===== src/rtl/dep_pkg.sv =====
`timescale 1ns / 1ps
// ----------------------------------------------------------------------------
// Directed Euler path check: shared definitions
// Default sizes, the queue depth and the item format between front and back.
// ----------------------------------------------------------------------------
package dep_pkg;

  localparam int LETTER_W         = 5;
  localparam int NODE_COUNT_DEF   = 26;
  localparam int DEGREE_WIDTH_DEF = 16;
  localparam int QUEUE_DEPTH      = 4;

  typedef struct packed {
    logic [LETTER_W-1:0] src;
    logic [LETTER_W-1:0] dst;
    logic                edge_ok;
    logic                fin;
  } dep_item_t;

endpackage


===== src/rtl/directed_euler_path_check_core.sv =====
`timescale 1ns / 1ps
// ----------------------------------------------------------------------------
// Directed Euler path check: top level
// Tests whether a stream of directed letter edges admits an Euler path.
// ----------------------------------------------------------------------------
// Each item is one edge; edges are stored at one item per cycle through a
// four-entry queue while it is not full, so the input keeps flowing while a
// result waits. The item marked final starts the evaluation, and no further
// edge is stored until its result is in the output register: a degree scan
// over every node, a decision step, then reachability sweeps over the
// adjacency rows (one row per cycle) until a sweep adds no node, at most
// NODE_COUNT sweeps, and the emit. A set that fails the degree rule skips the
// sweeps. The emit waits behind a result that is still held. Edges with a
// letter outside the node range are ignored. A failed check reports start
// node zero.
// ----------------------------------------------------------------------------
module directed_euler_path_check_core
  import dep_pkg::*;
#(
  parameter int NODE_COUNT   = NODE_COUNT_DEF,
  parameter int DEGREE_WIDTH = DEGREE_WIDTH_DEF
) (
  input  logic                clk,
  input  logic                rst_n,
  input  logic                in_valid,
  output logic                in_stall,
  input  logic [LETTER_W-1:0] in_first_letter,
  input  logic [LETTER_W-1:0] in_last_letter,
  input  logic                in_final_edge,
  output logic                out_valid,
  input  logic                out_stall,
  output logic                out_path_possible,
  output logic [LETTER_W-1:0] out_start_node
);

  logic      push;
  dep_item_t push_item;
  logic      q_full;
  logic      pop;
  logic      head_valid;
  dep_item_t head_item;

  dep_front #(
    .NODE_COUNT(NODE_COUNT)
  ) u_front (
    .clk             (clk),
    .rst_n           (rst_n),
    .in_valid        (in_valid),
    .in_stall        (in_stall),
    .in_first_letter (in_first_letter),
    .in_last_letter  (in_last_letter),
    .in_final_edge   (in_final_edge),
    .push            (push),
    .push_item       (push_item),
    .q_full          (q_full)
  );

  dep_queue u_queue (
    .clk        (clk),
    .rst_n      (rst_n),
    .push       (push),
    .push_item  (push_item),
    .q_full     (q_full),
    .pop        (pop),
    .head_valid (head_valid),
    .head_item  (head_item)
  );

  dep_back #(
    .NODE_COUNT   (NODE_COUNT),
    .DEGREE_WIDTH (DEGREE_WIDTH)
  ) u_back (
    .clk               (clk),
    .rst_n             (rst_n),
    .head_valid        (head_valid),
    .head_item         (head_item),
    .pop               (pop),
    .out_valid         (out_valid),
    .out_stall         (out_stall),
    .out_path_possible (out_path_possible),
    .out_start_node    (out_start_node)
  );

endmodule


===== src/rtl/dep_front.sv =====
`timescale 1ns / 1ps
// ----------------------------------------------------------------------------
// Directed Euler path check: front end
// Accepts edge items, checks both letters against the node range and pushes
// the classified item into the queue. Stalls while the queue is full and while the input is held off after reset.
// ----------------------------------------------------------------------------
module dep_front
  import dep_pkg::*;
#(
  parameter int NODE_COUNT = NODE_COUNT_DEF
) (
  input  logic                clk,
  input  logic                rst_n,
  input  logic                in_valid,
  output logic                in_stall,
  input  logic [LETTER_W-1:0] in_first_letter,
  input  logic [LETTER_W-1:0] in_last_letter,
  input  logic                in_final_edge,
  output logic                push,
  output dep_item_t           push_item,
  input  logic                q_full
);

  logic src_ok;
  logic dst_ok;
  logic seen_r;
  logic seen_nxt;

  assign src_ok = 7'(in_first_letter) < 7'(NODE_COUNT);
  assign dst_ok = 7'(in_last_letter) < 7'(NODE_COUNT);

  assign in_stall          = q_full || !seen_r;
  assign push              = in_valid && !in_stall;
  assign push_item.src     = in_first_letter;
  assign push_item.dst     = in_last_letter;
  assign push_item.edge_ok = src_ok && dst_ok;
  assign push_item.fin     = in_final_edge;

  // The input is held off for the first cycle out of reset.
  assign seen_nxt = 1'b1;

  always_ff @(posedge clk) begin
    if (!rst_n) begin
      seen_r <= 1'b0;
    end else begin
      seen_r <= seen_nxt;
    end
  end

endmodule


===== src/rtl/dep_queue.sv =====
`timescale 1ns / 1ps
// ----------------------------------------------------------------------------
// Directed Euler path check: item queue
// Small first-in first-out queue that decouples the front end from the
// evaluation back end.
// ----------------------------------------------------------------------------
module dep_queue
  import dep_pkg::*;
(
  input  logic      clk,
  input  logic      rst_n,
  input  logic      push,
  input  dep_item_t push_item,
  output logic      q_full,
  input  logic      pop,
  output logic      head_valid,
  output dep_item_t head_item
);

  localparam int PTR_W = (QUEUE_DEPTH > 1) ? $clog2(QUEUE_DEPTH) : 1;
  localparam int CNT_W = $clog2(QUEUE_DEPTH + 1);

  dep_item_t          mem_r [QUEUE_DEPTH];
  logic [PTR_W-1:0]   wr_ptr_r, wr_ptr_nxt;
  logic [PTR_W-1:0]   rd_ptr_r, rd_ptr_nxt;
  logic [CNT_W-1:0]   count_r, count_nxt;

  assign q_full     = count_r == CNT_W'(QUEUE_DEPTH);
  assign head_valid = count_r != '0;
  assign head_item  = mem_r[rd_ptr_r];

  always_comb begin
    wr_ptr_nxt = wr_ptr_r;
    rd_ptr_nxt = rd_ptr_r;
    count_nxt  = count_r;
    if (push) begin
      wr_ptr_nxt = (wr_ptr_r == PTR_W'(QUEUE_DEPTH - 1)) ? '0 : wr_ptr_r + 1'b1;
    end
    if (pop) begin
      rd_ptr_nxt = (rd_ptr_r == PTR_W'(QUEUE_DEPTH - 1)) ? '0 : rd_ptr_r + 1'b1;
    end
    if (push && !pop) begin
      count_nxt = count_r + 1'b1;
    end else if (pop && !push) begin
      count_nxt = count_r - 1'b1;
    end
  end

  always_ff @(posedge clk) begin
    if (!rst_n) begin
      wr_ptr_r <= '0;
      rd_ptr_r <= '0;
      count_r  <= '0;
    end else begin
      wr_ptr_r <= wr_ptr_nxt;
      rd_ptr_r <= rd_ptr_nxt;
      count_r  <= count_nxt;
    end
  end

  always_ff @(posedge clk) begin
    if (push) begin
      mem_r[wr_ptr_r] <= push_item;
    end
  end

endmodule


===== src/rtl/dep_back.sv =====
`timescale 1ns / 1ps
// ----------------------------------------------------------------------------
// Directed Euler path check: back end
// Stores edges into the adjacency rows and degree counters, then on the
// final item scans the degrees, sweeps the reachability closure if the
// degree rule holds, emits the result and clears every store.
// ----------------------------------------------------------------------------
module dep_back
  import dep_pkg::*;
#(
  parameter int NODE_COUNT   = NODE_COUNT_DEF,
  parameter int DEGREE_WIDTH = DEGREE_WIDTH_DEF
) (
  input  logic                clk,
  input  logic                rst_n,
  input  logic                head_valid,
  input  dep_item_t           head_item,
  output logic                pop,
  output logic                out_valid,
  input  logic                out_stall,
  output logic                out_path_possible,
  output logic [LETTER_W-1:0] out_start_node
);

  localparam int IDX_W = $clog2(NODE_COUNT);

  localparam logic [2:0] ST_IDLE   = 3'd0;
  localparam logic [2:0] ST_SCAN   = 3'd1;
  localparam logic [2:0] ST_DECIDE = 3'd2;
  localparam logic [2:0] ST_CLOS   = 3'd3;
  localparam logic [2:0] ST_EMIT   = 3'd4;

  logic [2:0]              state_r, state_nxt;
  logic [IDX_W-1:0]        scan_idx_r, scan_idx_nxt;
  logic [1:0]              starts_r, starts_nxt;
  logic [1:0]              ends_r, ends_nxt;
  logic                    bad_r, bad_nxt;
  logic [IDX_W-1:0]        start_r, start_nxt;
  logic [IDX_W-1:0]        first_used_r, first_used_nxt;
  logic                    found_r, found_nxt;
  logic [NODE_COUNT-1:0]   reached_r, reached_nxt;
  logic                    changed_r, changed_nxt;
  logic                    ok_r, ok_nxt;
  logic [NODE_COUNT-1:0]   used_r, used_nxt;
  logic [NODE_COUNT-1:0]   adj_vld_r, adj_vld_nxt;
  logic [NODE_COUNT-1:0]   out_vld_r, out_vld_nxt;
  logic [NODE_COUNT-1:0]   in_vld_r, in_vld_nxt;
  logic                    out_valid_r, out_valid_nxt;
  logic                    out_possible_r, out_possible_nxt;
  logic [LETTER_W-1:0]     out_start_r, out_start_nxt;

  logic [NODE_COUNT-1:0]   adj_row_r [NODE_COUNT];
  logic [DEGREE_WIDTH-1:0] out_deg_r [NODE_COUNT];
  logic [DEGREE_WIDTH-1:0] in_deg_r  [NODE_COUNT];

  logic [IDX_W-1:0]        src_idx;
  logic [IDX_W-1:0]        dst_idx;
  logic [IDX_W-1:0]        out_addr;
  logic [IDX_W-1:0]        in_addr;
  logic [NODE_COUNT-1:0]   row_rd;
  logic [DEGREE_WIDTH-1:0] out_rd;
  logic [DEGREE_WIDTH-1:0] in_rd;
  logic [DEGREE_WIDTH:0]   o_ext;
  logic [DEGREE_WIDTH:0]   n_ext;
  logic                    is_start;
  logic                    is_end;
  logic                    is_bal;
  logic                    last_idx;
  logic                    store_edge;
  logic                    emit_load;
  logic                    out_free;
  logic                    deg_ok;
  logic [IDX_W-1:0]        start_sel;
  logic [NODE_COUNT-1:0]   grown;
  logic [NODE_COUNT-1:0]   new_row;
  logic [DEGREE_WIDTH-1:0] out_inc;
  logic [DEGREE_WIDTH-1:0] in_inc;

  assign src_idx  = IDX_W'(head_item.src);
  assign dst_idx  = IDX_W'(head_item.dst);
  assign out_addr = (state_r == ST_IDLE) ? src_idx : scan_idx_r;
  assign in_addr  = (state_r == ST_IDLE) ? dst_idx : scan_idx_r;

  assign row_rd = adj_vld_r[out_addr] ? adj_row_r[out_addr] : '0;
  assign out_rd = out_vld_r[out_addr] ? out_deg_r[out_addr] : '0;
  assign in_rd  = in_vld_r[in_addr] ? in_deg_r[in_addr] : '0;

  assign out_inc = (&out_rd) ? out_rd : out_rd + 1'b1;
  assign in_inc  = (&in_rd) ? in_rd : in_rd + 1'b1;
  assign new_row = row_rd | (NODE_COUNT'(1) << dst_idx);

  assign o_ext    = {1'b0, out_rd};
  assign n_ext    = {1'b0, in_rd};
  assign is_bal   = o_ext == n_ext;
  assign is_start = o_ext == n_ext + 1'b1;
  assign is_end   = n_ext == o_ext + 1'b1;
  assign last_idx = scan_idx_r == IDX_W'(NODE_COUNT - 1);
  assign grown    = reached_r | row_rd;

  assign deg_ok    = !bad_r && ((starts_r == 2'd1 && ends_r == 2'd1) ||
                                (starts_r == 2'd0 && ends_r == 2'd0));
  assign start_sel = (starts_r != 2'd0) ? start_r : (found_r ? first_used_r : '0);

  assign pop        = (state_r == ST_IDLE) && head_valid;
  assign store_edge = pop && head_item.edge_ok;
  assign out_free   = !out_valid_r || !out_stall;
  assign emit_load  = (state_r == ST_EMIT) && out_free;

  assign out_valid         = out_valid_r;
  assign out_path_possible = out_possible_r;
  assign out_start_node    = out_start_r;

  always_comb begin
    state_nxt        = state_r;
    scan_idx_nxt     = scan_idx_r;
    starts_nxt       = starts_r;
    ends_nxt         = ends_r;
    bad_nxt          = bad_r;
    start_nxt        = start_r;
    first_used_nxt   = first_used_r;
    found_nxt        = found_r;
    reached_nxt      = reached_r;
    changed_nxt      = changed_r;
    ok_nxt           = ok_r;
    used_nxt         = used_r;
    adj_vld_nxt      = adj_vld_r;
    out_vld_nxt      = out_vld_r;
    in_vld_nxt       = in_vld_r;
    out_valid_nxt    = out_valid_r && out_stall;
    out_possible_nxt = out_possible_r;
    out_start_nxt    = out_start_r;

    case (state_r)
      ST_IDLE: begin
        if (store_edge) begin
          used_nxt[src_idx]    = 1'b1;
          used_nxt[dst_idx]    = 1'b1;
          adj_vld_nxt[src_idx] = 1'b1;
          out_vld_nxt[src_idx] = 1'b1;
          in_vld_nxt[dst_idx]  = 1'b1;
        end
        if (pop && head_item.fin) begin
          state_nxt    = ST_SCAN;
          scan_idx_nxt = '0;
          starts_nxt   = '0;
          ends_nxt     = '0;
          bad_nxt      = 1'b0;
          start_nxt    = '0;
          found_nxt    = 1'b0;
          first_used_nxt = '0;
        end
      end
      ST_SCAN: begin
        if (!is_bal) begin
          if (is_start) begin
            starts_nxt = (starts_r == 2'd2) ? starts_r : starts_r + 1'b1;
            start_nxt  = scan_idx_r;
          end else if (is_end) begin
            ends_nxt = (ends_r == 2'd2) ? ends_r : ends_r + 1'b1;
          end else begin
            bad_nxt = 1'b1;
          end
        end
        if (used_r[scan_idx_r] && !found_r) begin
          found_nxt      = 1'b1;
          first_used_nxt = scan_idx_r;
        end
        if (last_idx) begin
          state_nxt = ST_DECIDE;
        end else begin
          scan_idx_nxt = scan_idx_r + 1'b1;
        end
      end
      ST_DECIDE: begin
        start_nxt = start_sel;
        if (deg_ok) begin
          reached_nxt            = '0;
          reached_nxt[start_sel] = 1'b1;
          scan_idx_nxt           = '0;
          changed_nxt            = 1'b0;
          state_nxt              = ST_CLOS;
        end else begin
          ok_nxt    = 1'b0;
          state_nxt = ST_EMIT;
        end
      end
      ST_CLOS: begin
        if (reached_r[scan_idx_r]) begin
          reached_nxt = grown;
          if (grown != reached_r) begin
            changed_nxt = 1'b1;
          end
        end
        if (last_idx) begin
          scan_idx_nxt = '0;
          changed_nxt  = 1'b0;
          if (!(changed_r || (reached_r[scan_idx_r] && grown != reached_r))) begin
            ok_nxt    = (used_r & ~reached_r) == '0;
            state_nxt = ST_EMIT;
          end
        end else begin
          scan_idx_nxt = scan_idx_r + 1'b1;
        end
      end
      ST_EMIT: begin
        if (out_free) begin
          out_valid_nxt    = 1'b1;
          out_possible_nxt = ok_r;
          out_start_nxt    = ok_r ? LETTER_W'(start_r) : '0;
          used_nxt         = '0;
          reached_nxt      = '0;
          adj_vld_nxt      = '0;
          out_vld_nxt      = '0;
          in_vld_nxt       = '0;
          state_nxt        = ST_IDLE;
        end
      end
      default: begin
        state_nxt = ST_IDLE;
      end
    endcase
  end

  always_ff @(posedge clk) begin
    if (!rst_n) begin
      state_r     <= ST_IDLE;
      scan_idx_r  <= '0;
      starts_r    <= '0;
      ends_r      <= '0;
      bad_r       <= 1'b0;
      found_r     <= 1'b0;
      changed_r   <= 1'b0;
      ok_r        <= 1'b0;
      used_r      <= '0;
      reached_r   <= '0;
      adj_vld_r   <= '0;
      out_vld_r   <= '0;
      in_vld_r    <= '0;
      out_valid_r <= 1'b0;
    end else begin
      state_r     <= state_nxt;
      scan_idx_r  <= scan_idx_nxt;
      starts_r    <= starts_nxt;
      ends_r      <= ends_nxt;
      bad_r       <= bad_nxt;
      found_r     <= found_nxt;
      changed_r   <= changed_nxt;
      ok_r        <= ok_nxt;
      used_r      <= used_nxt;
      reached_r   <= reached_nxt;
      adj_vld_r   <= adj_vld_nxt;
      out_vld_r   <= out_vld_nxt;
      in_vld_r    <= in_vld_nxt;
      out_valid_r <= out_valid_nxt;
    end
  end

  always_ff @(posedge clk) begin
    start_r        <= start_nxt;
    first_used_r   <= first_used_nxt;
    out_possible_r <= out_possible_nxt;
    out_start_r    <= out_start_nxt;
    if (store_edge) begin
      adj_row_r[src_idx] <= new_row;
      out_deg_r[src_idx] <= out_inc;
      in_deg_r[dst_idx]  <= in_inc;
    end
  end

  // Edges are only taken while no evaluation is running.
  assert property (@(posedge clk) disable iff (!rst_n)
    pop |-> state_r == ST_IDLE)
    else $error("item taken during evaluation");

  // Emitting a result leaves every store empty for the next set.
  assert property (@(posedge clk) disable iff (!rst_n)
    emit_load |=> (used_r == '0 && adj_vld_r == '0 && out_vld_r == '0 &&
                   in_vld_r == '0 && state_r == ST_IDLE))
    else $error("stores not cleared after result");

  // A failed check always reports node zero as its start.
  assert property (@(posedge clk) disable iff (!rst_n)
    (out_valid_r && !out_possible_r) |-> out_start_r == '0)
    else $error("failed check with nonzero start node");

  // The walk index never leaves the node range.
  assert property (@(posedge clk) disable iff (!rst_n)
    (state_r == ST_SCAN || state_r == ST_CLOS) |->
      32'(scan_idx_r) < 32'(NODE_COUNT))
    else $error("walk index out of range");

  // A pending result is held until it is taken.
  assert property (@(posedge clk) disable iff (!rst_n)
    (out_valid_r && out_stall) |=> (out_valid_r && $stable(out_possible_r) &&
                                    $stable(out_start_r)))
    else $error("pending result changed");

endmodule

===== config.mk =====
export PLATFORM = sky130hd
export DESIGN_NAME = directed_euler_path_check_core
export DESIGN_NICKNAME = d
export VERILOG_FILES = /design/src/rtl/dep_pkg.sv /design/src/rtl/directed_euler_path_check_core.sv /design/src/rtl/dep_front.sv /design/src/rtl/dep_queue.sv /design/src/rtl/dep_back.sv
export SDC_FILE = /design/constraint.sdc
export NUM_CORES = 2
export LEC_CHECK = 0
export BUFFER_PORTS_ARGS = -buffer_cell sky130_fd_sc_hd__clkbuf_2
export CAP_MARGIN = 20
export CORE_ASPECT_RATIO = 2
export CORE_UTILIZATION = 50
export CTS_BUF_LIST = sky130_fd_sc_hd__clkbuf_2 sky130_fd_sc_hd__clkbuf_4 sky130_fd_sc_hd__clkbuf_8
export CTS_CLUSTER_DIAMETER = 40
export CTS_CLUSTER_SIZE = 40
export DETAILED_ROUTE_END_ITERATION = 10
export GPL_TIMING_DRIVEN = 1
export PLACE_DENSITY = 0.63
export SYNTH_ARGS = -nofsm -noshare
export SYNTH_HDL_FRONTEND = slang
export SYNTH_HIERARCHICAL = 1
export SYNTH_SLANG_ARGS = --single-unit

===== constraint.sdc =====
create_clock -name clk -period 6.76 [get_ports clk]
set_input_delay 0.338 -clock clk [delete_from_list [all_inputs] [get_ports clk]]
set_output_delay 0.338 -clock clk [all_outputs]
set_load 0.01 [all_outputs]

# Word-level counts from Yosys, hierarchy flattened

Memory sizes are Yosys's and may differ from the RTL's. A register that Yosys moved wholly into a read port is not among the register bits.
Cells that the tools add are included.

Bits in writable memories: 1556
Output and inout bits: 8
Memories: 4
Logic and storage cells: 242
Bits of input ports: 15
Bits in registers: 171

Shift operators: 1
Add/subtract/negate cells: 11
Bitwise logic cells: 9
Reductions and logical operators: 55
Equal/unequal tests: 36
Multiplexer cells: 93
Order comparisons: 11

Memory list:

| name             | depth | bits a word | read ports | clocked after memory_dff | write ports | line            | text |
|---|---|---|---|---|---|---|---|
| u_back.adj_row_r | 26    | 26          | 1          | 0                        | 1           | dep_back.sv:52  | `logic [NODE_COUNT-1:0] adj_row_r [NODE_COUNT];` |
| u_back.in_deg_r  | 26    | 16          | 1          | 0                        | 1           | dep_back.sv:54  | `logic [DEGREE_WIDTH-1:0] in_deg_r [NODE_COUNT];` |
| u_back.out_deg_r | 26    | 16          | 1          | 0                        | 1           | dep_back.sv:53  | `logic [DEGREE_WIDTH-1:0] out_deg_r [NODE_COUNT];` |
| u_queue.mem_r    | 4     | 12          | 1          | 1                        | 1           | dep_queue.sv:23 | `dep_item_t mem_r [QUEUE_DEPTH];` |

Operator list:

| cell                                               | number |
|---|---|
| 2-to-1 mux 26 bit                                  | 8 |
| case mux 26 bit (2 select lines)                   | 4 |
| bitwise OR 26 bit                                  | 7 |
| case mux 26 bit (3 select lines)                   | 1 |
| 2-to-1 mux 16 bit                                  | 4 |
| 2-to-1 mux 5 bit                                   | 11 |
| < comparator 5 x 6 -> 1 bit, second input constant | 6 |
| adder 16 x 1 -> 17 bit, second input constant      | 2 |
| equality test 16 x 17 -> 1 bit                     | 2 |
| adder 16 x 1 -> 16 bit, second input constant      | 2 |
| AND reduction 16 bit                               | 2 |
| 2-to-1 mux 1 bit                                   | 27 |
| bitwise AND 26 bit                                 | 1 |
| zero test 26 bit                                   | 1 |
| != test 26 bit                                     | 1 |
| NOT 26 bit                                         | 1 |
| left shift 1 x 5 -> 26 bit, first input constant   | 1 |
| binary-select mux 1 bit (select 5 bit)             | 5 |
| 2-to-1 mux 2 bit                                   | 12 |
| 2-to-1 mux 3 bit                                   | 8 |
| case mux 5 bit (4 select lines)                    | 1 |
| AND reduction 4 bit                                | 5 |
| != test 2 x 1 -> 1 bit, second input constant      | 9 |
| != test 2 bit, second input constant               | 9 |
| 32 further kinds                                   | 86 |

# Longest topological paths before layout

Depth in word-level cells: 12
Gate-level depth with buffers: 25
Gate-level depth less buffers: 18

# Cells and area by module

Netlist, hierarchy kept.

By module, submodules not included:

| module    | cells each | instances | area an instance (sq um) |
|---|---|---|---|
| dep_back  | 5476       | 1         | 71094.4 |
| dep_queue | 106        | 1         | 2194.6 |
| dep_front | 18         | 1         | 145.1 |

# Worst setup path after synthesis

OpenSTA, ideal clock, no wires.

Kind: reg-to-reg
From: register (tool-made name)
To: memory u_back/out_deg_r[0][0] in the netlist's numbering, data pin
Setup time: 0.340 ns
Slack: 1.291 ns
Arrival: 5.129 ns
Buffers on the path: 5
Required time: 6.420 ns
Cell stages (with the launch flop): 21
Period minus slack after synthesis: 5.469 ns
Cell sequence: dfxtp_1 buf_6 mux4_2 or4b_4 nand2_2 buf_6 mux2i_1 o22ai_1 or4_1 a32oi_1 buf_2 buf_1 nor2_1 ha_1 o2111ai_2 nor3_4 nand3_1 or2_2 nand2b_1 clkbuf_1 xor2_1

RTL lines:

| what          | line |
|---|---|
| end, declared | dep_back.sv:53 |

==> results.cfg <==
[status]
status = finished clean

[logic_synthesis]
ys_seq_area_share_pct = 68.6
synthCells = 5600
synth-seq-cells = 1729
synthTopCellsByArea = edfxtp_1 64%, nand2_1 5.3%, dfxtp_1 4.3%
synth_warnings = 6
synthDistinctLibCells = 117
synth_ff_type = edfxtp_1
synth_fp_nets = 5632
syn-cell-area_um2 = 73400
syn_avg_cell_area_um2 = 13.1
yosysTopAreaCellShare_pct = 64.3
synth_edf_count = 1572
async_reset_ff_share_pct = 0
synth.largest_area_cell = edfxtp_1

[cts]
clk_pin_slew_worst_paths_ns = 0.12
cts_tree = done
cts_setup_buffers = 0
cts.sinks = 1729
h-tree-depth = 4
clock_latency_ns = 0.93
clockBufferDepth = 4
cts_made_buffers = 140
cts.root.buffer_cell = clkbuf_8

[placed_design]
place_hpwl_um = 158000
gp_congestion = 0.991
port_buffers = 22
dp.cells = 7462
dpl_cell_area_um2 = 77300
preCtsSetupSlack_ns = 0.127

[layout]
drive_above_1_share_pct = 14.0
final_util_pct = 55.4
final_cell_mix = 1572 x edfxtp_1, 1035 x nand2_1, 298 x buf_4
multi_input_area_um2 = 21200
final_common_cell = edfxtp_1
stdcell_area_um2 = 80700
regArea_um2 = 50400
syn2layout_area_growth_pct = 9.90
fill_cells = 12000
final_cells = 7723
num-nets-final = 5752

[power_and_ir_drop]
sw_frac_of_total_pct = 44.1
p_seq_share_pct = 36.2
p_leak_nw = 27.1
powerDensity_nw_per_um2 = 524
power.switching_mw = 18.7
clockPowerShare_pct = 15.6
pwr-share-comb_pct = 48.2
internal_power_mw = 23.6
peakVddDrop_uv = 430

[floorplan]
initial_core_util_pct = 50.4
placementRows = 198
die-height_um = 544
dieArea_um2 = 148000
core_area_um2 = 146000
io_pins = 23
dieWidth_um = 273

[routing]
wl_met2_um = 126000
drt_first_pass_iters = 6
drtIter0Drc = 5197
wl_met3_um = 16000
via_per_inst = 6.51
ant_nets = 0
drc = 0
dr_total_vias = 50200
wl_per_cell_um = 32.2
highest_layer = met4
routed_wl_um = 248000
m1WireLength_um = 81600

[critical_path]
critPathMaxFanout = 10
startpoint_type = flop
arrival_ns = 7.13
cp-end-kind = flop
critPathKind = flop to flop
worst_ep_required_time_ns = 7.38

[sta]
slew_viol_final = 0
relSlewSlack_pct = 21.0
setup_slack_ns = 0.250
setup_viol = 0
period_needed_ns = 6.51
finClkSkew_ns = 0.0825
tightest_slew_ns = 1.18
finalSetupTns_ns = 0
max_freq_ghz = 0.154
rsz0062_at_grt = false
finalHoldViolations = 0
post-route-period-util_pct = 96.3

[min_path]
worstHoldPathType = input pin to flop

[global_route]
grt_pass1_vias = 49500
antenna_found_initial = 3
overflow = 0
grt_use_total_pct = 33.1
grt_max_degree = 137
grt_pass1_wl_um = 350000

[job]
maxCapViolations = 0
[metal layers]
layer	vias to the layer above	GRT usage (%)
li1	21500	-
met1	25400	35.1
met2	2481	58.1
met3	852	4.53
met4	0	27.8
met5	-	0
[flip-flops by register name, indices dropped and copies added, names as in the netlist, 3 cells and up, named ones only]
register	flops
u_back/out_start_node	5
u_back/out_vld_r	26
u_queue/mem_r	48
u_back/out_deg_r	416
u_back/in_deg_r	416
u_back/used_r	26
u_back/in_vld_r	26
u_back/adj_row_r	676
u_back/first_used_r	5
u_back/state_r	3
u_back/start_r	5
u_back/adj_vld_r	26
u_back/scan_idx_r	5
u_queue/count_r	3
u_back/reached_r	26
[path summary, 6_finish.rpt]
path | start | end | slack, ns | cells past startpoint
min | in_final_edge | u_queue/mem_r[3][0] | 0.22 | 2
max reg2reg | flop | u_back/start_r[0] | 0.25 | 21
max | flop | u_back/start_r[0] | 0.25 | 21
min reg2reg | u_back/in_vld_r[3] | u_back/in_vld_r[3] | 0.47 | 1
[worst max-delay path, cell delays in order (launching register included)]
cell and delay [ns]:
dfxtp_1 0.50, buf_4 0.23, mux4_2 0.38, nor4b_2 0.65
a21o_1 0.54, a311o_1 0.24, or4_1 0.14, o41ai_2 0.13
buf_4 0.19, nor3_2 0.45, nor2_1 0.13, ha_1 0.36
or4_1 0.51, o311ai_0 0.21, o2111ai_1 0.21, a2111o_1 0.52
nor3_2 0.19, buf_4 0.13, o21ai_0 0.06, buf_4 0.21
nand2_1 0.08, buf_4 0.15
[synth_stat cells (all sizes together) (16+ instances only)]
cell type  count
xnor2         32
a311oi       125
nor3          53
o31a          37
a211oi       137
or3           19
mux4          32
o21a          94
inv           48
and2          23
edfxtp      1572
a221oi        34
clkbuf       139
o22ai         19
a22oi         19
a32oi         32
a31oi         79
o21ai        185
and3         197
nand4         30
buf          262
dfxtp        157
a21oi        174
nor2         229
nand2       1043
o2111ai       21
nand2b        34
xor2          24
ha            16
nand3        283
o211ai        17
mux2i        150
nor2b         20
[power groups by stage]
stage / registers, mW / clock network, mW / logic (mW)
2_1_floorplan: 15.5 / 0 / 11.4
3_5_place_dp: 15.5 / 0 / 19.9
4_1_cts: 15.3 / 6.67 / 20.0
6_report: 15.3 / 6.59 / 20.4
3_3_place_gp: 15.5 / 0 / 19.7
5_1_grt: 15.3 / 6.99 / 21.3
[final cells by class]
cell class / instances / area share, %
diodes: 2 / 0.00620
well taps: 1900 / 2.95
flip-flops and latches: 1729 / 62.4
multi-input cells: 3422 / 26.3
inverters: 48 / 0.223
clock inverters: 93 / 1.48
repair buffers: 379 / 4.16
clock buffers: 150 / 2.50
[kinds of logic (layout without fill, tap and decap cells)]
| kind of cell | after synthesis | after routing | synth area share [%] |
|---|---|---|---|
| AND/OR/NAND/NOR | 2009 | 2009 | 12.7 |
| flip-flops | 1729 | 1729 | 68.6 |
| AO/OA/AOI/OAI | 1143 | 1143 | 11.3 |
| buffers and inverters | 449 | 670 | 3.20 |
| multiplexers | 197 | 197 | 3.27 |
| XOR/XNOR | 56 | 56 | 0.668 |
| adder cells (fa/ha/maj) | 17 | 17 | 0.300 |
| other | 0 | 2 | 0 |
[timing repair]
action / 4_1_cts / 5_1_grt
gates resized for setup: 0 / 2
hold buffers: 14 / 0
endpoints found under the hold margin: 55 / 0
endpoints found under the setup margin: 0 / 8
[through the flow]
step	hold slack (ns)	power [mW]
6_report	0.222	42.3
2_1_floorplan	0.366	26.9
3_5_place_dp	0.446	35.4
3_3_place_gp	0.442	35.2
5_1_grt	0.222	43.6
4_1_cts	0.168	41.9
No activity file was read; power rests on OpenSTA's default activity.
